[src/rtl/msm_pkg.sv]
// Shared types, constants and the gain function for the sample mixer.
// No dependencies; imported by every module of the mixer.
`default_nettype none

package msm_pkg;

	localparam int NUM_VOICES  = 8;
	localparam int STORE_BYTES = 65536;

	localparam int VW      = (NUM_VOICES > 1) ? $clog2(NUM_VOICES) : 1;
	localparam int SW      = $clog2(STORE_BYTES);
	localparam int SUM_W   = $clog2(NUM_VOICES * 128) + 1;
	localparam int GAIN_W  = 23;
	localparam int PROD_W  = SUM_W + GAIN_W + 1;
	localparam int SCL_W   = PROD_W - 16;
	localparam int MASK_W  = 8;

	localparam logic CFG_VOLUME = 1'b0;
	localparam logic CFG_WIDE   = 1'b1;

	typedef enum logic [2:0] {
		OP_LOAD  = 3'd0,
		OP_START = 3'd1,
		OP_HALT  = 3'd2,
		OP_QUERY = 3'd3,
		OP_MIX   = 3'd4
	} op_t;

	typedef enum logic [2:0] {
		ST_IDLE,
		ST_MIX,
		ST_ACC,
		ST_KICK,
		ST_SCALE,
		ST_FIN
	} state_t;

	typedef struct packed {
		logic                     start;
		logic                     wide;
		logic signed [SUM_W-1:0]  sum;
		logic        [GAIN_W-1:0] gain;
	} scl_req_t;

	function automatic logic [7:0] wide_step(input logic [3:0] v);
		logic [7:0] r;
		unique case (v)
			4'd1:    r = 8'd12;
			4'd2:    r = 8'd19;
			4'd3:    r = 8'd29;
			4'd4:    r = 8'd45;
			4'd5:    r = 8'd70;
			4'd6:    r = 8'd107;
			4'd7:    r = 8'd165;
			4'd8:    r = 8'd255;
			default: r = 8'd0;
		endcase
		return r;
	endfunction

	function automatic logic [GAIN_W-1:0] gain_q16(input logic [3:0] v, input logic wide);
		logic [GAIN_W-1:0] g;
		if (v == 4'd0 || v > 4'd8) begin
			g = '0;
		end else if (wide) begin
			g = GAIN_W'({wide_step(v), 15'b0});
		end else begin
			g = GAIN_W'(16'd4112 * 16'(v) - 16'd128);
		end
		return g;
	endfunction

endpackage

`default_nettype wire

[src/rtl/msm_scaler.sv]
// Gain scaling unit: multiply, truncate toward zero, clip to the output range (narrow mode adds 128 first).
// Depends on msm_pkg; used by multichannel_sample_mixer.
`default_nettype none

module msm_scaler import msm_pkg::*; (
	input  wire logic                clk,
	input  wire logic                arst_n,
	input  wire scl_req_t            req,
	output logic                     done,
	output logic signed [15:0]       sample
);

	localparam logic signed [SCL_W-1:0] WMIN = SCL_W'(-32768);
	localparam logic signed [SCL_W-1:0] WMAX = SCL_W'(32767);
	localparam logic signed [SCL_W-1:0] NMAX = SCL_W'(255);

	logic signed [PROD_W-1:0] prod_s1;
	logic signed [SCL_W-1:0]  scaled_s2;
	logic                     wide_s1, wide_s2;
	logic                     v_s1, v_s2;
	logic signed [PROD_W-1:0] bias;
	logic signed [SCL_W-1:0]  narrow;
	logic signed [15:0]       clip;

	always_comb begin
		bias   = prod_s1[PROD_W-1] ? $signed({{(PROD_W-16){1'b0}}, 16'hFFFF}) : '0;
		narrow = scaled_s2 + SCL_W'(128);
		if (wide_s2) begin
			priority if (scaled_s2 < WMIN) clip = 16'sh8000;
			else if (scaled_s2 > WMAX)     clip = 16'sh7FFF;
			else                           clip = 16'(scaled_s2);
		end else begin
			priority if (narrow < 0) clip = '0;
			else if (narrow > NMAX)  clip = 16'sd255;
			else                     clip = 16'(narrow);
		end
	end

	always_ff @(posedge clk or negedge arst_n) begin
		if (!arst_n) begin
			v_s1 <= 1'b0;
			v_s2 <= 1'b0;
			done <= 1'b0;
		end else begin
			v_s1 <= req.start;
			v_s2 <= v_s1;
			done <= v_s2;
		end
	end

	always_ff @(posedge clk) begin
		prod_s1   <= PROD_W'(req.sum) * PROD_W'($signed({1'b0, req.gain}));
		wide_s1   <= req.wide;
		scaled_s2 <= SCL_W'((prod_s1 + bias) >>> 16);
		wide_s2   <= wide_s1;
		sample    <= clip;
	end

endmodule

`default_nettype wire

[config.mk]
export PLATFORM = sky130hd
export DESIGN_NAME = msm_scaler
export DESIGN_NICKNAME = d
export VERILOG_FILES = /design/src/rtl/msm_pkg.sv /design/src/rtl/msm_scaler.sv
export SDC_FILE = /design/constraint.sdc
export NUM_CORES = 1
export LEC_CHECK = 0
export BUFFER_PORTS_ARGS = -buffer_cell sky130_fd_sc_hd__buf_4
export CORE_MARGIN = 4
export CORE_UTILIZATION = 32
export CTS_CLUSTER_DIAMETER = 60
export DETAILED_ROUTE_END_ITERATION = 6
export GPL_TIMING_DRIVEN = 0
export HOLD_SLACK_MARGIN = 0.06
export PLACE_DENSITY = 0.49
export SETUP_SLACK_MARGIN = 0.3
export SLEW_MARGIN = 20
export SYNTH_ARGS = -nofsm -noshare
export SYNTH_HDL_FRONTEND = slang
export SYNTH_SLANG_ARGS = --single-unit
export TNS_END_PERCENT = 50
[constraint.sdc]
create_clock -name clk -period 5.3 [get_ports clk]
set_input_delay 0.265 -clock clk [delete_from_list [all_inputs] [get_ports clk]]
set_output_delay 0.265 -clock clk [all_outputs]
set_load 0.02 [all_outputs]
Word-level counts from Yosys, hierarchy flattened
Index checks and enable logic that the tools add are counted.

Add/subtract/negate cells: 2. Multipliers: 1. Order comparisons: 4. Multiplexer cells: 6.

Operators with widths (number): $mux W16 (6); $add A35 B17 Y35 (1); $mul A11 B24 Y35 (1); $add A19 B9 Y19 const B (1); $gt A19 B16 Y1 const B (1); $gt A19 B9 Y1 const B (1); $lt A19 B1 Y1 const B (1); $lt A19 B16 Y1 const B (1).

Register bits: 75. Output and inout bits: 17.

Logic depth before layout (Yosys ltp)
Gate-level depths: netlist of run 1.

Word-level depth: 5. Gate-level depth with buffers: 21. Depth with buffers taken out: 20.

Worst setup path before layout of run 1
Ideal clock, no wire load.

Path type: input port to flip-flop. Start point: input req[33] (netlist name). End point: register prod_s1[31]. Arrival: 5070 ps. Data required time: 5180 ps. Path slack: 110 ps. Stages: 18. Path through: inv_1 -> buf_1 -> nor2_1 -> fa_1 -> fa_1 -> fa_1 -> fa_1 -> inv_1 -> fa_1 -> inv_1 -> ha_1 -> nand2_1 -> o21ai_1 -> o41ai_4 -> o31ai_4 -> a31oi_1 -> or3_4 -> xnor2_1.

Word-level cells in the longest chain between the ends: 1.

Ends and longest elaborated chain: start: declaration (RTL line msm_scaler.sv:8) `input wire scl_req_t req,`; $mul A11 B24 Y35 (RTL line msm_scaler.sv:52) `prod_s1 <= PROD_W'(req.sum) * PROD_W'($signed({1'b0, req.gain}));`; end signal: assignment (RTL line msm_scaler.sv:52); end: declaration (RTL line msm_scaler.sv:17) `logic signed [PROD_W-1:0] prod_s1;`.

Every way passes these cells.

Final worst setup path of run 1
Start point: input req[33] (netlist name). End point: register prod_s1[32].

The elaborated chain is that of the path after synthesis.

==> results of run 1 <==
## cells in the mapped netlist (2+ instances only)
cell type / n / area share, %
o21a_1: 11 / 0.75
and3_1: 12 / 0.68
clkbuf_1: 45 / 1.5
a21o_1: 23 / 1.6
nor2_1: 37 / 1.3
nand2_1: 154 / 5.3
o21ai_1: 10 / 0.46
o211ai_1: 4 / 0.27
inv_1: 236 / 8.1
o21bai_1: 4 / 0.27
nor3_1: 8 / 0.36
a21oi_1: 35 / 1.6
a31oi_1: 4 / 0.23
and4_1: 2 / 0.16
nor3b_1: 2 / 0.14
a21oi_2: 2 / 0.16
nand3_1: 19 / 0.87
nor4_1: 2 / 0.11
nor2b_1: 3 / 0.17
a2111oi_0: 2 / 0.16
o22ai_1: 4 / 0.23
a221oi_1: 2 / 0.16
dfxtp_1: 72 / 13
or3_1: 2 / 0.11
xnor2_1: 40 / 3.2
and2_1: 106 / 6.0
xor2_1: 9 / 0.72
a211oi_1: 4 / 0.27
a21boi_1: 2 / 0.14
ha_1: 112 / 13
a311oi_1: 2 / 0.16
nand2b_1: 19 / 1.1
o21ai_0: 6 / 0.27
fa_1: 189 / 34
dfrtp_1: 3 / 0.68
nand4_1: 10 / 0.57
## sequential cells by signal, indices dropped and copies added, names as in the netlist
register	cells
prod_s1	35
scaled_s2	19
sample	16
done	1
v_s1	1
v_s2	1
wide_s1	1
wide_s2	1
## report_power, final
part	leakage [nW]	switching, W	internal (W)
clock	0.133	0.000232	0.000319
sequential	0.641	0.000173	0.000896
combinational	5.69	0.00371	0.00326
total	6.46	0.00412	0.00448
## layout make-up
class | instances | area, um^2
Clock inverter | 6 | 47.55
Tap cell | 448 | 560.5
Fill cell | 3428 | 20310
Clock buffer | 9 | 225.2
Buffer | 44 | 558.0
Timing Repair Buffer | 100 | 868.3
Sequential cell | 75 | 1516
Multi-Input combinational cell | 859 | 8727
Inverter | 236 | 889.6
## per-layer routing
layer | vias up | wire length [um] | global-route usage (%) | part of all wire [%]
met5 | - | 0 | 0 | 0
met4 | 0 | 410 | 2.937 | 1.4
met3 | 26 | 789 | 1.600 | 2.7
met2 | 139 | 13580 | 26.03 | 46
met1 | 4087 | 14480 | 22.75 | 49
li1 | 3973 | - | - | -
## logic make-up after synthesis
family | count (synthesis)
AND/OR/NAND/NOR | 379
flip-flops | 75
adder cells (fa/ha/maj) | 301
XOR/XNOR | 49
AO/OA/AOI/OAI | 129
buffers and inverters | 282
multiplexers | 1
## worst max-delay path, cell delays in order
cell        delay (ns)
buf_12            0.08
clkinvlp_4        0.15
buf_8             0.18
buf_4             0.14
nor2_1            0.14
fa_1              0.44
fa_1              0.51
fa_1              0.43
fa_1              0.49
inv_1             0.05
fa_1              0.48
inv_1             0.05
ha_1              0.34
a21o_1            0.20
a21oi_1           0.25
o21ai_1           0.17
a211oi_2          0.32
nor2_2            0.08
a311oi_2          0.29
xnor2_1           0.11
## timing repair
action,4_1_cts,5_1_grt
endpoints found under the setup margin,19,12
setup buffers,23,17
hold endpoints to repair,5,0
pin swaps,24,61
hold buffers,3,0
gates resized for setup,126,78
cloned,2,1
## per-stage QoR
step	cell area, um^2	cells	hold WS, ns	utilization, %
6_report	13390	1777	0.2651	39.74
5_1_grt	13390	1777	0.2789	39.74
4_1_cts	13050	1759	0.2545	38.72
3_5_place_dp	11980	1718	0.05419	35.55
3_3_place_gp	11980	1718	0.05348	35.55
2_1_floorplan	11010	1216	-0.03059	-
## path summary, 6_finish.rpt
path	to	cells after the start	from	slack [ns]
worst max-delay path	prod_s1[32]	20	req[33]	0.33
worst min-delay path	v_s1	2	arst_n	0.27
worst max register to register	scaled_s2[18]	10	prod_s1[34]	2.35
worst min register to register	wide_s2	0	wide_s1	0.33
max in group asynchronous	done	2	arst_n	4.94
min in group clk	wide_s2	0	wide_s1	0.33
==> reports/metrics.csv, run 1 <==
stage,metric,value,unit
logic_synthesis,Compound-Gate Fraction of Synth Area,8.259,%
logic_synthesis,post-synthesis simple-gate area fraction,17.08,%
grt,global-route wire length before repair,47.64,mm
logic_synthesis,Synth warnings,0,
logic_synthesis,share of flip-flops with an asynchronous set or reset,4.000,%
grt,initial antenna violation count,1,
timing,Final min period,4.966,ns
placed_design,pre-CTS WS,-0.7322,ns
logic_synthesis,cell count after synthesis,1216,
clock_network,worst-case clock buffer depth,2,
routing,violation count after the first detailed-route iteration,281,
logic_synthesis,Adder-Cell Fraction of Synth Area,47.21,%
routing,Total Routed Length,29.26,mm
clock_network,sink count of the clock tree,75,
timing,fin crit share,93.70,%
die,die area,0.03735,mm^2
cells_and_area,most frequent cells in the layout,"inv_1, fa_1, nand2_1",
die,core box area,0.03370,mm^2
die,Starting Density,32.59,%
logic_synthesis,sequential area share after synthesis,13.81,%
logic_synthesis,post-synthesis mux area share,0.1025,%
power_and_ir_drop,Max VDD drop,0.0003576,V
cells_and_area,"most common cell after layout, fill and taps aside",inv_1,
logic_synthesis,#FFs+latches synth,75,
cells_and_area,layout cells sized above 1,16.85,%
run_status,status,"complete, no violations",
routing,Avg WL per Cell,16.47,um
placed_design,IO buf count,54,
timing,Clock Skew,0.008235,ns
critical_path,crit path capture type,flip-flop,
routing,drt pass-1 iters,5,
die,Die Wd,193.3,um
logic_synthesis,number of synthesized flops with an enable pin,0,
critical_path,CP Max Fanout,5,
timing,Worst-Margin Slew,0.7473,ns
cells_and_area,final net count,1664,
power_and_ir_drop,PwrDens,641.7,mW/mm^2
logic_synthesis,largest family of logic cells by synthesized area,adder cells,
cells_and_area,# diodes,0,
logic_synthesis,leading register cell type out of synthesis,dfxtp_1,
critical_path,"Arr. time, crit path",5.18,ns
routing,via count,8225,
routing,DRC,0,
flow_run,MaxCap Viol Count,0,
placed_design,DP HPWL,23.46,mm
clock_network,Worst-path clk slew,0.06,ns
grt,largest net degree at the start of global routing,18,
clock_network,"Clk Latency, worst-skew pair",0.33,ns
power_and_ir_drop,PnR Total Power,0.008594,W
timing,setup TNS,0,ns
critical_path,Crit Path Class,in2reg,
critical_path,crit path launch type,primary input,
placed_design,GP Congestion,0.8540,
timing,Final Hold Vio Count,0,
logic_synthesis,mapped cell area,0.01098,mm^2
logic_synthesis,synthesized net count,1555,
grt,total gr overflow,0,
cells_and_area,area grow syn2layout,21.94,%
logic_synthesis,"Distinct cells, synth",55,
logic_synthesis,Mapped Avg Cell Area,9.032,um^2
die,Die Ht,193.3,um
hold_path,Hold Crit Class,in2async,
grt,vias in the first global route,8722,
routing,ANT nets after route,0,
clock_network,htree depth,3,
critical_path,Worst Path Required,5.51,ns
timing,RSZ-0062 raised after global routing,yes,
clock_network,CTS buffer count,9,
routing,Via density,4.629,
timing,fin worst setup slack,0.3339,ns
power_and_ir_drop,Leakage,6.461,nW
grt,GR Util All Layers,15.75,%
timing,# setup viols final,0,
die,Cell Rows,67,
clock_network,Clock Tree Root,clkbuf_16,
clock_network,CTS tree,built,
timing,max frequency,201.4,MHz
timing,relative slew slack,50.11,%
logic_synthesis,xor/xnor share of the synthesized area,3.907,%
timing,"Slew Viols, Final",0,
die,I/O pin cnt,55,
Note: power is estimated with default switching activity, not from simulation.
==> inputs of run 2 (changes only) <==
Settings changed: CTS_BUF_LIST set to sky130_fd_sc_hd__clkbuf_4 sky130_fd_sc_hd__clkbuf_8.
==> reports/metrics.csv, run 2 (synthesized netlist as in run 1, its figures left out) <==
stage,metric,value,unit,change
run_status,status,"complete, no violations",,
routing,via count,8182,,-0.52%
routing,Via density,4.620,,-0.19%
timing,setup TNS,0,ns,unchanged
placed_design,GP Congestion,0.8540,,unchanged
grt,total gr overflow,0,,unchanged
die,Cell Rows,67,,unchanged
clock_network,htree depth,3,,unchanged
timing,fin worst setup slack,0.3403,ns,+0.006379 ns
die,Die Ht,193.3,um,unchanged
grt,vias in the first global route,8723,,+0.011%
cells_and_area,final non-filler cell area,0.01316,mm^2,-1.8%
timing,Final min period,4.960,ns,-0.006379 ns
timing,max frequency,201.6,MHz,+0.13%
grt,global-route wire length before repair,47.68,mm,about the same
timing,Worst-Margin Slew,0.7441,ns,-0.003174 ns
flow_run,MaxCap Viol Count,0,,unchanged
clock_network,worst-case clock buffer depth,2,,unchanged
critical_path,Crit Path Class,in2reg,,
routing,ANT nets after route,0,,unchanged
clock_network,CTS tree,built,,
timing,Final Hold Vio Count,0,,unchanged
timing,RSZ-0062 raised after global routing,yes,,
timing,fin crit share,93.58,%,-0.12 points
grt,GR Util All Layers,15.76,%,about the same
routing,DRC,0,,unchanged
clock_network,Worst-path clk slew,0.09,ns,+0.03 ns
cells_and_area,Top Registers,"prod_s1 x35, scaled_s2 x19, sample x16",,
timing,relative slew slack,50.33,%,+0.21 points
power_and_ir_drop,Max VDD drop,0.0003376,V,-5.6%
routing,violation count after the first detailed-route iteration,351,,+25%
critical_path,"Arr. time, crit path",5.20,ns,+0.02 ns
placed_design,pre-CTS WS,-0.7322,ns,unchanged
critical_path,CP Max Fanout,5,,unchanged
power_and_ir_drop,Leakage,6.383,nW,-1.2%
timing,Min Hold Slack,0.2492,ns,-0.01586 ns
grt,largest net degree at the start of global routing,18,,unchanged
routing,drt pass-1 iters,5,,unchanged
cells_and_area,max reg flops,35,,unchanged
cells_and_area,Reg with most FFs,prod_s1,,
placed_design,DP Area,0.01198,mm^2,unchanged
clock_network,CTS buffer count,9,,unchanged
die,core box area,0.03370,mm^2,unchanged
clock_network,"Clk Latency, worst-skew pair",0.35,ns,+0.02 ns
die,Starting Density,32.59,%,unchanged
critical_path,crit path launch type,primary input,,
clock_network,sink count of the clock tree,75,,unchanged
power_and_ir_drop,PwrDens,630.6,mW/mm^2,-1.7%
routing,Avg WL per Cell,16.52,um,+0.30%
timing,Clock Skew,0.01404,ns,+0.005802 ns
cells_and_area,# diodes,0,,unchanged
cells_and_area,"most common cell after layout, fill and taps aside",inv_1,,
hold_path,Hold Crit Class,in2async,,
die,I/O pin cnt,55,,unchanged
cells_and_area,area grow syn2layout,19.78,%,
cells_and_area,final net count,1658,,-0.36%
routing,Total Routed Length,29.25,mm,about the same
critical_path,crit path capture type,flip-flop,,
cells_and_area,most frequent cells in the layout,"inv_1, fa_1, nand2_1",,
clock_network,Clock Tree Root,clkbuf_8,,
cells_and_area,utilization after layout,39.04,%,-0.71 points
die,Die Wd,193.3,um,unchanged
timing,# setup viols final,0,,unchanged
grt,initial antenna violation count,0,,-1
cells_and_area,layout cells sized above 1,15.57,%,-1.3 points
timing,"Slew Viols, Final",0,,unchanged
placed_design,IO buf count,54,,unchanged
cells_and_area,fillcell total,3454,,+0.76%
placed_design,DP HPWL,23.46,mm,unchanged
critical_path,Worst Path Required,5.54,ns,+0.03 ns
die,die area,0.03735,mm^2,unchanged
==> run 2: changes by cell type in the layout (fill, tap and decap cells not counted), moves of 3 or more <==
cell / before / now
nor2_1: 28 / 31
nor2_4: 4 / 0
clkbuf_16: 20 / 11
buf_6: 10 / 7
ha_4: 13 / 10
clkbuf_8: 2 / 15
buf_4: 88 / 82
buf_8: 8 / 3
inv_2: 9 / 5
clkbuf_4: 6 / 10
ha_1: 95 / 99
inv_1: 226 / 230
==> run 2: worst max-delay path: stages <==
cell	delay, ns
buf_12	0.08
clkinvlp_4	0.17
buf_8	0.19
nor2_2	0.10
fa_1	0.44
fa_1	0.50
fa_1	0.52
fa_1	0.54
inv_1	0.05
fa_1	0.52
inv_1	0.06
ha_4	0.28
nand2_1	0.07
o21ai_2	0.24
o41ai_4	0.10
buf_4	0.16
o31ai_4	0.22
a31oi_2	0.14
or3_4	0.40
xnor2_2	0.14
==> run 2: final timing paths <==
path,slack (ns),start,endpoint,cells past startpoint
min in group clk,0.33,wide_s1,wide_s2,0
worst min-delay path,0.25,arst_n,v_s1,2
worst min register to register,0.33,wide_s1,wide_s2,0
worst max-delay path,0.34,req[33],prod_s1[31],20
worst max register to register,2.35,prod_s1[34],scaled_s2[18],10
max in group asynchronous,4.96,arst_n,done,2
==> run 2: per-layer routing <==
layer	vias to the layer above	GRT usage (%)	routed length, um	part of all wire (%)
li1	3955	-	-	-
met1	4056	22.82	14320	49
met2	151	25.99	13530	46
met3	20	1.635	1005	3.4
met4	0	2.859	404	1.4
met5	-	0	0	0
==> run 2: repair_timing <==
action                                  CTS  global route
gates cloned                              2             1
setup buffers                            20            15
pin swaps                                18            35
endpoints found under the setup margin   19            12
hold endpoints to repair                  5             0
resized for setup                       110            61
hold buffers                              3             0
==> run 2: report_power, final <==
group | internal [W] | switching, W
Sequential | 0.000895 | 0.000172
Combinational | 0.00319 | 0.00365
Clock | 0.000172 | 0.000214
==> run 2: area by class of cell <==
class	count	area, um^2	share of cell area [%]
Clock inverter	6	47.55	0.3614
Clock buffer	9	123.9	0.9416
Buffer	43	538.0	4.090
Inverter	236	889.6	6.762
Timing Repair Buffer	95	824.5	6.268
Multi-Input combinational cell	859	8655	65.79
Tap cell	448	560.5	4.261
Sequential cell	75	1516	11.53
==> run 2: through the flow <==
step / total power [W] / instances
2_1_floorplan: 0.005634 / 1216
3_3_place_gp: 0.006912 / 1718
3_5_place_dp: 0.006927 / 1718
4_1_cts: 0.007954 / 1755
5_1_grt: 0.009218 / 1771
6_report: 0.008296 / 1771
